==> src/hw/rtl/pgm_pkg.sv <==
`timescale 1ns / 1ps
// ----------------------------------------------------------------------------
// pgm_pkg
// shared types, constants and table functions of the gray pam soft demapper
// ----------------------------------------------------------------------------
package pgm_pkg;

    localparam int MAX_BPS   = 4;
    localparam int NUM_LANES = 4;
    localparam int ACC_W     = 26;
    localparam int MET_W     = 24;

    localparam logic       CFG_BPS = 1'b0;
    localparam logic       CFG_INV = 1'b1;
    localparam logic       ACT_MOD = 1'b0;
    localparam logic       ACT_DEM = 1'b1;
    localparam logic       KIND_SYM = 1'b0;
    localparam logic       KIND_LLR = 1'b1;

    // far below any metric, so the first max-star with it returns the metric
    localparam logic signed [ACC_W-1:0] ACC_FLOOR = {1'b1, {(ACC_W-1){1'b0}}};

    typedef struct packed {
        logic               action;
        logic [3:0]         data_bits;
        logic [2:0]         bit_count;
        logic signed [15:0] sample;
    } t_in_item;

    typedef struct packed {
        logic               result_kind;
        logic signed [15:0] symbol;
        logic signed [23:0] llr;
        logic [1:0]         bit_index;
        logic               last;
    } t_out_item;

    typedef enum logic [2:0] {
        ST_IDLE,
        ST_SYM,
        ST_DIFF,
        ST_SQR,
        ST_MUL,
        ST_ACC,
        ST_EMIT
    } t_state;

    typedef struct packed {
        logic ready;
        logic latch;
        logic load_d;
        logic load_sq;
        logic load_m;
        logic acc;
        logic emit_sym;
        logic emit_llr;
    } t_cmd;

    typedef struct packed {
        logic new_demod;
        logic point_last;
        logic bit_last;
        logic out_free;
    } t_status;

    // normalized q3.12 gray constellation point
    function automatic logic signed [15:0] point_q12(input logic [2:0] bps,
                                                     input logic [3:0] j);
        logic signed [15:0] p;
        logic [14:0]        mag;
        mag = 15'd0;
        unique case (bps)
            3'd1: mag = 15'd4096;
            3'd2: begin
                unique case (j[0])
                    1'b0: mag = 15'd1832;
                    default: mag = 15'd5495;
                endcase
            end
            3'd3: begin
                unique case (j[1:0])
                    2'd0: mag = 15'd2681;
                    2'd1: mag = 15'd894;
                    2'd2: mag = 15'd4469;
                    default: mag = 15'd6257;
                endcase
            end
            default: begin
                unique case (j[2:0])
                    3'd0: mag = 15'd2221;
                    3'd1: mag = 15'd3110;
                    3'd2: mag = 15'd1333;
                    3'd3: mag = 15'd444;
                    3'd4: mag = 15'd4887;
                    3'd5: mag = 15'd3998;
                    3'd6: mag = 15'd5776;
                    default: mag = 15'd6664;
                endcase
            end
        endcase
        // top index bit picks the sign
        if (((bps == 3'd1) && j[0]) || ((bps == 3'd2) && j[1]) ||
            ((bps == 3'd3) && j[2]) || ((bps == 3'd4) && j[3])) begin
            p = -$signed({1'b0, mag});
        end else begin
            p = $signed({1'b0, mag});
        end
        return p;
    endfunction

    // ln(1 + exp(-x)) in q.8 for x = idx / 4
    function automatic logic [7:0] corr_lut(input logic [4:0] idx);
        logic [7:0] c;
        unique case (idx)
            5'd0:  c = 8'd177;
            5'd1:  c = 8'd147;
            5'd2:  c = 8'd121;
            5'd3:  c = 8'd99;
            5'd4:  c = 8'd80;
            5'd5:  c = 8'd64;
            5'd6:  c = 8'd52;
            5'd7:  c = 8'd41;
            5'd8:  c = 8'd32;
            5'd9:  c = 8'd26;
            5'd10: c = 8'd20;
            5'd11: c = 8'd16;
            5'd12: c = 8'd12;
            5'd13: c = 8'd10;
            5'd14: c = 8'd8;
            5'd15: c = 8'd6;
            5'd16: c = 8'd5;
            5'd17: c = 8'd4;
            5'd18: c = 8'd3;
            5'd19: c = 8'd2;
            5'd20: c = 8'd2;
            5'd21: c = 8'd1;
            5'd22: c = 8'd1;
            5'd23: c = 8'd1;
            5'd24: c = 8'd1;
            default: c = 8'd0;
        endcase
        return c;
    endfunction

    // jacobian logarithm with table correction
    function automatic logic signed [ACC_W-1:0] jacobian_max(
        input logic signed [ACC_W-1:0] a,
        input logic signed [ACC_W-1:0] b
    );
        logic signed [ACC_W:0]   d;
        logic [ACC_W:0]          ad;
        logic signed [ACC_W-1:0] hi;
        logic signed [ACC_W-1:0] res;
        d  = {a[ACC_W-1], a} - {b[ACC_W-1], b};
        ad = d[ACC_W] ? $unsigned(-d) : $unsigned(d);
        hi = d[ACC_W] ? b : a;
        if (ad >= (ACC_W+1)'(2048)) begin
            res = hi;
        end else begin
            res = hi + $signed({{(ACC_W-8){1'b0}}, corr_lut(ad[10:6])});
        end
        return res;
    endfunction

endpackage

==> src/hw/rtl/pgm_ctrl.sv <==
`timescale 1ns / 1ps
// ----------------------------------------------------------------------------
// pgm_ctrl
// sequencer for modulate and demodulate transactions
// ----------------------------------------------------------------------------
module pgm_ctrl (
    input  logic             i_clk,
    input  logic             i_rst_n,
    input  logic             i_in_valid,
    input  pgm_pkg::t_status i_status,
    output pgm_pkg::t_cmd    o_cmd
);

    pgm_pkg::t_state r_state;
    pgm_pkg::t_state n_state;

    always_ff @(posedge i_clk) begin
        if (!i_rst_n) begin
            r_state <= pgm_pkg::ST_IDLE;
        end else begin
            r_state <= n_state;
        end
    end

    always_comb begin
        n_state = r_state;
        o_cmd   = '0;
        unique case (r_state)
            pgm_pkg::ST_IDLE: begin
                o_cmd.ready = 1'b1;
                if (i_in_valid) begin
                    o_cmd.latch = 1'b1;
                    n_state = i_status.new_demod ? pgm_pkg::ST_DIFF : pgm_pkg::ST_SYM;
                end
            end
            pgm_pkg::ST_SYM: begin
                if (i_status.out_free) begin
                    o_cmd.emit_sym = 1'b1;
                    n_state = pgm_pkg::ST_IDLE;
                end
            end
            pgm_pkg::ST_DIFF: begin
                o_cmd.load_d = 1'b1;
                n_state = pgm_pkg::ST_SQR;
            end
            pgm_pkg::ST_SQR: begin
                o_cmd.load_sq = 1'b1;
                n_state = pgm_pkg::ST_MUL;
            end
            pgm_pkg::ST_MUL: begin
                o_cmd.load_m = 1'b1;
                n_state = pgm_pkg::ST_ACC;
            end
            pgm_pkg::ST_ACC: begin
                o_cmd.acc = 1'b1;
                n_state = i_status.point_last ? pgm_pkg::ST_EMIT : pgm_pkg::ST_DIFF;
            end
            pgm_pkg::ST_EMIT: begin
                if (i_status.out_free) begin
                    o_cmd.emit_llr = 1'b1;
                    if (i_status.bit_last) begin
                        n_state = pgm_pkg::ST_IDLE;
                    end
                end
            end
            default: begin
                n_state = pgm_pkg::ST_IDLE;
            end
        endcase
    end

endmodule

==> src/hw/rtl/pgm_dp.sv <==
`timescale 1ns / 1ps
// ----------------------------------------------------------------------------
// pgm_dp
// config registers, shared metric unit, max-star lanes and output register
// ----------------------------------------------------------------------------
module pgm_dp (
    input  logic              i_clk,
    input  logic              i_rst_n,
    input  logic              i_cfg_we,
    input  logic              i_cfg_index,
    input  logic [15:0]       i_cfg_data,
    input  pgm_pkg::t_in_item i_in_data,
    input  pgm_pkg::t_cmd     i_cmd,
    output pgm_pkg::t_status  o_status,
    input  logic              i_out_stall,
    output logic              o_out_valid,
    output pgm_pkg::t_out_item o_out_data
);

    logic [2:0]  r_cfg_bps;
    logic [15:0] r_inv;

    logic        r_action;
    logic [2:0]  r_bps;
    logic [2:0]  r_cnt;
    logic [3:0]  r_idx;
    logic signed [15:0] r_y;
    logic [3:0]  r_j;
    logic [1:0]  r_b;
    logic [15:0] r_ad;
    logic [31:0] r_sq;
    logic [pgm_pkg::MET_W-1:0] r_m;
    logic signed [pgm_pkg::ACC_W-1:0] r_l0 [pgm_pkg::NUM_LANES];
    logic signed [pgm_pkg::ACC_W-1:0] r_l1 [pgm_pkg::NUM_LANES];
    logic        r_out_valid;
    pgm_pkg::t_out_item r_out;

    logic [2:0]  w_bps_eff;
    logic [2:0]  w_cnt_eff;
    logic [3:0]  w_mask;
    logic [3:0]  w_last_j;
    logic signed [15:0] w_point;
    logic signed [16:0] w_d;
    logic [47:0] w_prod;
    logic [47:0] w_round;
    logic signed [pgm_pkg::ACC_W-1:0] w_nm;
    logic signed [pgm_pkg::ACC_W:0]   w_llr;
    logic signed [23:0] w_llr_sat;
    logic        w_out_free;

    // config writes
    always_ff @(posedge i_clk) begin
        if (!i_rst_n) begin
            r_cfg_bps <= 3'd1;
            r_inv     <= 16'd256;
        end else if (i_cfg_we) begin
            unique case (i_cfg_index)
                pgm_pkg::CFG_BPS: r_cfg_bps <= i_cfg_data[2:0];
                default:          r_inv     <= i_cfg_data;
            endcase
        end
    end

    always_comb begin
        if (r_cfg_bps == 3'd0) begin
            w_bps_eff = 3'd1;
        end else if (r_cfg_bps > 3'(pgm_pkg::MAX_BPS)) begin
            w_bps_eff = 3'(pgm_pkg::MAX_BPS);
        end else begin
            w_bps_eff = r_cfg_bps;
        end
        if (i_in_data.bit_count == 3'd0) begin
            w_cnt_eff = 3'd1;
        end else if (i_in_data.bit_count > w_bps_eff) begin
            w_cnt_eff = w_bps_eff;
        end else begin
            w_cnt_eff = i_in_data.bit_count;
        end
        for (int k = 0; k < 4; k++) begin
            w_mask[k]   = (3'(k) < w_cnt_eff);
            w_last_j[k] = (3'(k) < r_bps);
        end
    end

    // metric path: |y - c|, square, scale by inverse variance
    assign w_point = pgm_pkg::point_q12(r_bps, r_j);
    assign w_d     = {r_y[15], r_y} - {w_point[15], w_point};
    assign w_prod  = r_sq * r_inv;
    assign w_round = w_prod + 48'd8388608;
    assign w_nm    = -$signed({{(pgm_pkg::ACC_W-pgm_pkg::MET_W){1'b0}}, r_m});

    always_ff @(posedge i_clk) begin
        if (i_cmd.latch) begin
            r_action <= i_in_data.action;
            r_bps    <= w_bps_eff;
            r_cnt    <= w_cnt_eff;
            r_idx    <= i_in_data.data_bits & w_mask;
            r_y      <= i_in_data.sample;
        end
        if (i_cmd.load_d) begin
            r_ad <= w_d[16] ? 16'(-w_d) : w_d[15:0];
        end
        if (i_cmd.load_sq) begin
            r_sq <= r_ad * r_ad;
        end
        if (i_cmd.load_m) begin
            r_m <= w_round[47:24];
        end
    end

    // one lane per bit, each keeps the max-star for bit clear and bit set
    always_ff @(posedge i_clk) begin
        for (int b = 0; b < pgm_pkg::NUM_LANES; b++) begin
            if (i_cmd.latch) begin
                r_l0[b] <= pgm_pkg::ACC_FLOOR;
                r_l1[b] <= pgm_pkg::ACC_FLOOR;
            end else if (i_cmd.acc) begin
                if (r_j[b]) begin
                    r_l1[b] <= pgm_pkg::jacobian_max(r_l1[b], w_nm);
                end else begin
                    r_l0[b] <= pgm_pkg::jacobian_max(r_l0[b], w_nm);
                end
            end
        end
    end

    always_ff @(posedge i_clk) begin
        if (!i_rst_n) begin
            r_j <= 4'd0;
            r_b <= 2'd0;
        end else begin
            if (i_cmd.latch) begin
                r_j <= 4'd0;
                r_b <= 2'd0;
            end else begin
                if (i_cmd.acc) begin
                    r_j <= r_j + 4'd1;
                end
                if (i_cmd.emit_llr) begin
                    r_b <= r_b + 2'd1;
                end
            end
        end
    end

    // llr with 24 bit saturation
    always_comb begin
        w_llr = {r_l0[r_b][pgm_pkg::ACC_W-1], r_l0[r_b]} -
                {r_l1[r_b][pgm_pkg::ACC_W-1], r_l1[r_b]};
        if (w_llr > (pgm_pkg::ACC_W+1)'(signed'(24'sh7fffff))) begin
            w_llr_sat = 24'sh7fffff;
        end else if (w_llr < (pgm_pkg::ACC_W+1)'(signed'(-24'sh800000))) begin
            w_llr_sat = -24'sh800000;
        end else begin
            w_llr_sat = w_llr[23:0];
        end
    end

    assign w_out_free = !r_out_valid || !i_out_stall;

    always_ff @(posedge i_clk) begin
        if (!i_rst_n) begin
            r_out_valid <= 1'b0;
        end else if (i_cmd.emit_sym || i_cmd.emit_llr) begin
            r_out_valid <= 1'b1;
        end else if (!i_out_stall) begin
            r_out_valid <= 1'b0;
        end
    end

    always_ff @(posedge i_clk) begin
        if (i_cmd.emit_sym) begin
            r_out.result_kind <= pgm_pkg::KIND_SYM;
            r_out.symbol      <= pgm_pkg::point_q12(r_bps, r_idx);
            r_out.llr         <= '0;
            r_out.bit_index   <= 2'd0;
            r_out.last        <= 1'b1;
        end else if (i_cmd.emit_llr) begin
            r_out.result_kind <= pgm_pkg::KIND_LLR;
            r_out.symbol      <= '0;
            r_out.llr         <= w_llr_sat;
            r_out.bit_index   <= r_b;
            r_out.last        <= o_status.bit_last;
        end
    end

    always_comb begin
        o_status.new_demod  = (i_in_data.action == pgm_pkg::ACT_DEM);
        o_status.point_last = (r_j == w_last_j) && (r_action == pgm_pkg::ACT_DEM);
        o_status.bit_last   = (({1'b0, r_b} + 3'd1) == r_cnt);
        o_status.out_free   = w_out_free;
    end

    assign o_out_valid = r_out_valid;
    assign o_out_data  = r_out;

endmodule

==> src/hw/rtl/pam_gray_modem_soft_demap_top.sv <==
`timescale 1ns / 1ps
// ----------------------------------------------------------------------------
// pam_gray_modem_soft_demap_top
// gray-mapped pam modulator and max-star llr demapper, fixed point
// ----------------------------------------------------------------------------
// A modulate transaction (action 0) returns one q3.12 amplitude, and the input
// is free again once that amplitude is written to the output register. A
// demodulate transaction (action 1) returns bit_count llr results, with
// bit_count clamped to 1 up to the bits per symbol, bit 0 first, last set on
// the final one. The single metric unit (subtract, square, scale by inverse
// variance) serves one constellation point at a time through the diff, square,
// scale and accumulate states, while four max-star lanes update all bit
// accumulators from that one metric. Input is taken only while the sequencer
// is idle; the output register lets a new transaction in while the last result
// still waits downstream. Config writes are applied immediately and must only
// be made while the block is idle.
// ----------------------------------------------------------------------------
module pam_gray_modem_soft_demap_top (
    input  logic               i_clk,
    input  logic               i_rst_n,
    // config write port
    input  logic               i_cfg_we,
    input  logic               i_cfg_index,
    input  logic [15:0]        i_cfg_data,
    // input transaction channel
    input  logic               i_in_valid,
    output logic               o_in_stall,
    input  pgm_pkg::t_in_item  i_in_data,
    // result channel
    output logic               o_out_valid,
    input  logic               i_out_stall,
    output pgm_pkg::t_out_item o_out_data
);

    pgm_pkg::t_cmd    w_cmd;
    pgm_pkg::t_status w_status;

    // sequencer
    pgm_ctrl u_ctrl (
        .i_clk      (i_clk),
        .i_rst_n    (i_rst_n),
        .i_in_valid (i_in_valid),
        .i_status   (w_status),
        .o_cmd      (w_cmd)
    );

    // metric unit, lanes, output register
    pgm_dp u_dp (
        .i_clk       (i_clk),
        .i_rst_n     (i_rst_n),
        .i_cfg_we    (i_cfg_we),
        .i_cfg_index (i_cfg_index),
        .i_cfg_data  (i_cfg_data),
        .i_in_data   (i_in_data),
        .i_cmd       (w_cmd),
        .o_status    (w_status),
        .i_out_stall (i_out_stall),
        .o_out_valid (o_out_valid),
        .o_out_data  (o_out_data)
    );

    // stall whenever the sequencer is busy
    assign o_in_stall = !w_cmd.ready;

    // a taken transaction keeps the input stalled in the next cycle
    a_busy_after_take: assert property (@(posedge i_clk) disable iff (!i_rst_n)
        (i_in_valid && !o_in_stall) |=> o_in_stall)
        else $error("input not stalled after a transaction was taken");

    // symbol results are always the single, last result of a transaction
    a_sym_last: assert property (@(posedge i_clk) disable iff (!i_rst_n)
        (o_out_valid && (o_out_data.result_kind == pgm_pkg::KIND_SYM))
        |-> (o_out_data.last && (o_out_data.llr == '0)))
        else $error("symbol result without last or with nonzero llr");

    // llr results carry a zero symbol field
    a_llr_sym_zero: assert property (@(posedge i_clk) disable iff (!i_rst_n)
        (o_out_valid && (o_out_data.result_kind == pgm_pkg::KIND_LLR))
        |-> (o_out_data.symbol == '0))
        else $error("llr result with nonzero symbol");

endmodule

==> config.mk <==
export PLATFORM = sky130hd
export DESIGN_NAME = pam_gray_modem_soft_demap_top
export DESIGN_NICKNAME = d
export VERILOG_FILES = /design/src/hw/rtl/pgm_pkg.sv /design/src/hw/rtl/pgm_ctrl.sv /design/src/hw/rtl/pgm_dp.sv /design/src/hw/rtl/pam_gray_modem_soft_demap_top.sv
export SDC_FILE = /design/constraint.sdc
export NUM_CORES = 2
export LEC_CHECK = 0
export BUFFER_PORTS_ARGS = -buffer_cell sky130_fd_sc_hd__clkbuf_2
export CAP_MARGIN = 5
export CORE_UTILIZATION = 40
export DETAILED_ROUTE_END_ITERATION = 8
export PLACE_DENSITY = 0.62
export SETUP_SLACK_MARGIN = 0.3
export SYNTH_ARGS = -nofsm -noshare
export SYNTH_HDL_FRONTEND = slang
export SYNTH_SLANG_ARGS = --single-unit
==> constraint.sdc <==
create_clock -name i_clk -period 10.8 [get_ports i_clk]
set_input_delay 2.16 -clock i_clk [delete_from_list [all_inputs] [get_ports i_clk]]
set_output_delay 2.16 -clock i_clk [all_outputs]
set_load 0.02 [all_outputs]
# ---- Yosys cells after proc, flatten, opt, wreduce, memory -nomap -nowiden
# Memories as Yosys holds them, arrays and structs flattened. A register that Yosys moved wholly into a read port is not among the register bits.
# Index checks and enable logic that the tools add are counted.
dict set report op_classes {
  n_eq_ne 33
  n_reduce_logical 32
  add_sub_neg 34
  n_mul 2
  magnitude_cmp 20
  n_mux 164
  n_bitwise 11
}
# operator count
set ops {}
lappend ops {{$mux 26} 48}
lappend ops {{$mux 8} 32}
lappend ops {{$sub 26x26->27} 9}
lappend ops {{$ge 27x12->1 const B} 8}
lappend ops {{$mux 27} 8}
lappend ops {{$neg 27->27} 8}
lappend ops {{$add 26x9->26} 8}
lappend ops {{$pmux 13 s7} 2}
lappend ops {{$pmux 15 s3} 2}
lappend ops {{$mux 43} 2}
lappend ops {{$pmux 13 s3} 2}
lappend ops {{$add 48x24->48 const B} 1}
lappend ops {{$mul 32x16->48} 1}
lappend ops {{$mux 16} 3}
lappend ops {{$mux 24} 2}
lappend ops {{$mux 1} 44}
lappend ops {{$mul 16x16->32} 1}
lappend ops {{$neg 15->16} 2}
lappend ops {{$eq 3x3->1 const B} 10}
lappend ops {{$gt 27x24->1 const B} 1}
lappend ops {{$lt 27x24->1 const B} 1}
lappend ops {{$mux 3} 9}
lappend ops {{$mux 13} 2}
lappend ops {{$neg 24->26} 1}
lappend ops {{other kinds (32)} 89}
dict set report totals {
  ff_bits 172
  inputBits 46
  romBits 2048
  mem_bits_rw 208
  memories 10
}
# memory words width rd rd_clocked_by_memory_dff write_ports line
set mem_list {}
lappend mem_list {{(name not given)} 32 8 1 0 0 pgm_pkg.sv:114} ;# unique case (idx)
lappend mem_list {{(name not given)} 32 8 1 0 0 pgm_pkg.sv:114}
lappend mem_list {{(name not given)} 32 8 1 0 0 pgm_pkg.sv:114}
lappend mem_list {{(name not given)} 32 8 1 0 0 pgm_pkg.sv:114}
lappend mem_list {{(name not given)} 32 8 1 0 0 pgm_pkg.sv:114}
lappend mem_list {{(name not given)} 32 8 1 0 0 pgm_pkg.sv:114}
lappend mem_list {{4 more memories} n/a n/a n/a n/a n/a n/a}

# ---- Longest topological paths before layout
dict set report logic_depth {
  depth_word 15
  ltp_mapped 44
}

# ---- Cells and area by module
# From an unflattened synthesis, not the netlist that was laid out.
dict set report hier_totals {
  hier_cells 8359
  area_unflattened_um2 69125.0
}
# mod instances area_each_um2 seq_area_each_um2 cells_each
set modules_own_cells {}
lappend modules_own_cells {pgm_dp 1 68881.1 10790.3 8325}
lappend modules_own_cells {pgm_ctrl 1 240.2 60.1 33}
lappend modules_own_cells {pam_gray_modem_soft_demap_top 1 3.8 0.0 1}

# ---- Worst setup path before layout
# OpenSTA, ideal clock, no wires.
dict set report synth_timing {
  kind {register -> register}
  startpoint {register u_dp.r_m[0] in the netlist's numbering}
  endpoint {memory u_dp.r_l0[3][11] in the netlist's numbering, data pin}
  setup_ns 0.268
  n_path_buf 5
  required_ns 10.532
  arrival_ns 9.110
  setup_slack_ns 1.422
  stages_incl_launch_ff 43
  cell_sequence {edfxtp_1 inv_1 ha_1 or4b_1 clkbuf_1 nor3_1 nand2_1 xor2_1 clkinv_1 ha_1 a21o_1 a21o_1 a21o_1 a21o_1 maj3_1 a31o_2 maj3_1 a31o_2 [... 7 more ...] ha_1 nor2_1 a211oi_1 a31oi_1 o22ai_1 ha_1 a21o_1 a21o_1 a21o_1 a21oi_1 o21bai_1 a21oi_1 nor2b_1 o21ai_0 nor3_1 nand2_1 mux2i_1 o31ai_1}
}
# item line
set synth_rtl {}
lappend synth_rtl {{start, declared} pgm_dp.sv:32} ;# logic [pgm_pkg::MET_W-1:0] r_m;
lappend synth_rtl {{start signal, assigned} pgm_dp.sv:107} ;# r_m <= w_round[47:24];
lappend synth_rtl {{end, declared} pgm_dp.sv:33} ;# logic signed [pgm_pkg::ACC_W-1:0] r_l0 [pgm_pkg::NUM_LANES];

==> flow_summary.yaml <==
clock_network:
  htree_levels: 2
  clk_latency_ns: 0.65
  clkSlewWorstSetupHoldPaths_ns: 0.07
  postCtsSetupRepairBufs: 0
  clockBufferDepth: 3
  cts_sinks: 381
  cts_tree: "done"
  cts_hold_buf: 0
  postCtsResizedCells: 0
  cts_root_buf: "clkbuf_16"
  cts_buffers: 49
die:
  start_util: 0.4048
  die_h_um: 416.8
  core_um2: 170000
  boundaryPins: 92
  die_area_um2: 173700
  rows: 151
  die_w_um: 416.8
global_routing:
  met2_usage: 0.4131
  grt_pass1_vias: 60840
  grt_usage: 0.2631
  grt_max_degree: 67
  top_usage_layer: "met2"
  grtUsageMet3: 0.03883
  gr-total-overflow: 0
  grt_antenna_before_repair: 15
  met1_usage: 0.3598
  grt_pass1_wl_um: 356900
pwr:
  p_leak_uw: 0.03195
  power_density_nw_per_um2: 355.2
  p_total_uw: 26110
  ir_drop_mv: 1.334
final_layout:
  design_area_um2: 73510
  final_cells: 10590
  num-nets-final: 9590
  layout_commonest_cell: "nand2_1"
  final_cell_mix: "nand2_1, inv_1, nor2_1, ha_1, fa_1"
  nFillCells: 16890
  synthToLayoutAreaGrowth_pct: 6.799
  final_layout_size_suffix_gt1_frac: 0.06502
detailed_routing:
  wl_per_cell_um: 21.86
  drt_iter0_markers: 5764
  drt-pass1-iter-count: 6
  via_count: 62390
  wl_um: 231500
  drc: 0
  via_per_inst: 5.892
  postRouteAntennaNets: 0
placed_design:
  routabilityCongestion: 1.014
  post-place-cells: 10500
  hpwlAfterDp_um: 180400
  io_buffers: 91
  place_area_um2: 71850
logic_synthesis:
  ys_seq_area_frac: 0.1576
  synthArstFlopShare: 0
  ys_seq_elements: 381
  ys.flop_type: "edfxtp_1"
  ys_warn_count: 0
  synth_area_um2: 68830
  postSynthAreaPerCell_um2: 8.182
  syn_inst: 8412
  ys_types: 117
  synth_edf_count: 322
worst_setup_path:
  arrival_ns: 10.27
  critPathLaunchType: "register"
  end_kind: "register"
  slowest_stage: "or4_1"
  crit_required_ns: 11.21
  crit_fanout: 17
  max_stage_delay_ns: 0.78
  crit_type: "register to register"
timing:
  worst_pin_slew_ns: 1.402
  rsz0062_at_grt: "true"
  hold_violations: 0
  max_freq_mhz: 101.4
  fin_skew_ns: 0.03619
  final-setup-viol-count: 0
  relSlewSlack: 0.06509
  final.setup.tns_ns: 0
  final.min_clock_period_ns: 9.864
  finalCritPeriodShare: 0.9133
  drv_slew: 0
  fin_hold_ws_ns: 0.4693
job:
  cap_violations: 0
min_path:
  hp-class: "register to register"
outcome:
  outcome: "complete, no violations"
[power breakdown]
group	total (µW)	leakage, µW	internal (µW)	switching [µW]
Sequential	3200	0.00355	2620	574
Clock	1750	0.000791	992	760
Combinational	21200	0.0276	8750	12400
Total	26100	0.0320	12400	13700
[sequential cells by signal, summed over array words and instances, names as in the netlist, 4 cells and up, named ones only]
register,count
u_dp.r_l0,104
u_dp.r_l1,104
u_dp.o_out_data,44
u_dp.r_sq,31
u_dp.r_m,24
u_dp.r_ad,16
u_dp.r_inv,16
u_dp.r_y,16
u_dp.r_idx,4
u_dp.r_j,4
[critical path, delay by kind of cell, from the launching register on]
| family | cells | cell delay, ns |
|---|---|---|
| AO/OA/AOI/OAI | 16 | 2.75 |
| XOR/XNOR | 2 | 1.28 |
| adder cells (fa/ha/maj) | 4 | 1.22 |
| buffers and inverters | 3 | 0.67 |
| flip-flops | 1 | 0.50 |
| multiplexers | 2 | 0.26 |
| AND/OR/NAND/NOR | 9 | 2.94 |
[per-layer routing]
layer / vias to the layer above / routed length, µm
met2: 2444 / 102000
met3: 385 / 19850
li1: 28840 / -
met1: 30720 / 98750
met5: - / 0
met4: 0 / 10910
[through the flow]
stage / utilization / setup WS, ns
after CTS: 0.4321 / 0.6331
final: 0.4323 / 0.9362
after detailed placement: 0.4226 / 0.6713
after global placement: 0.4226 / 0.7963
after global routing: 0.4322 / 0.2564
after floorplan: - / 1.422
[cells in the mapped netlist, types with 31 or more instances]
cell      number  area, µm²
edfxtp_1     322       9669
a211oi_1      72      540.5
and3_1        66      412.9
nor2b_1       84      525.5
o21bai_1      31      232.7
xnor2_1      300       2628
nor2_1       667       2504
dfxtp_1       59       1181
inv_1        940       3528
clkbuf_1     325       1220
a21boi_0      43      322.8
nand3_1      157      785.8
nand2b_1      74      462.9
a21o_1       143       1074
nand2_1     1030       3866
nor4_1        84      525.5
xor2_1       194       1699
o211ai_1      45      337.8
ha_1         625       7820
mux2i_1      106       1061
nor3_1       207       1036
a31oi_1       88      550.5
and2_1       269       1683
or3_1         89      556.8
mux4_2        52       1171
nand4_1       80      500.5
a21oi_1      445       2227
fa_1         590      11810
o21ai_0      407       2037
o21a_1        70      525.5
buf_1         33      123.9
o22ai_1       31      193.9
or2_2         46      287.8
o31ai_1       66      495.5
[area by class of cell]
class / instances / area [µm²] / area share
antenna: 3 / 7.507 / 0.0001021
sequential: 381 / 10860 / 0.1478
clock buffer: 63 / 1373 / 0.01867
clock inverter: 26 / 245.2 / 0.003336
multi-input combinational: 6710 / 53110 / 0.7225
timing repair buffer: 241 / 1582 / 0.02152
inverter: 946 / 3551 / 0.04831
tap: 2218 / 2775 / 0.03775
[path summary, 6_finish.rpt]
check	start	endpoint	slack, ns	depth (start not counted)
max	u_dp.r_m[2]	u_dp.r_l1[1][25]	0.94	36
min	u_dp.o_out_data[43]	u_dp.o_out_data[43]	0.47	2
max reg2reg	u_dp.r_m[2]	u_dp.r_l1[1][25]	0.94	36
min reg2reg	u_dp.o_out_data[43]	u_dp.o_out_data[43]	0.47	2
[cells by family (layout without fill, tap and decap cells)]
logic type | count (synthesis) | in the layout | synth area share
other | 2 | 9 | 0.0001091
flip-flops | 381 | 381 | 0.1576
buffers and inverters | 1325 | 1276 | 0.07299
AO/OA/AOI/OAI | 1754 | 1754 | 0.1653
multiplexers | 174 | 174 | 0.03505
XOR/XNOR | 506 | 506 | 0.06663
adder cells (fa/ha/maj) | 1229 | 1229 | 0.2873
AND/OR/NAND/NOR | 3041 | 3041 | 0.2149
Power figures use the tool's default switching activity.
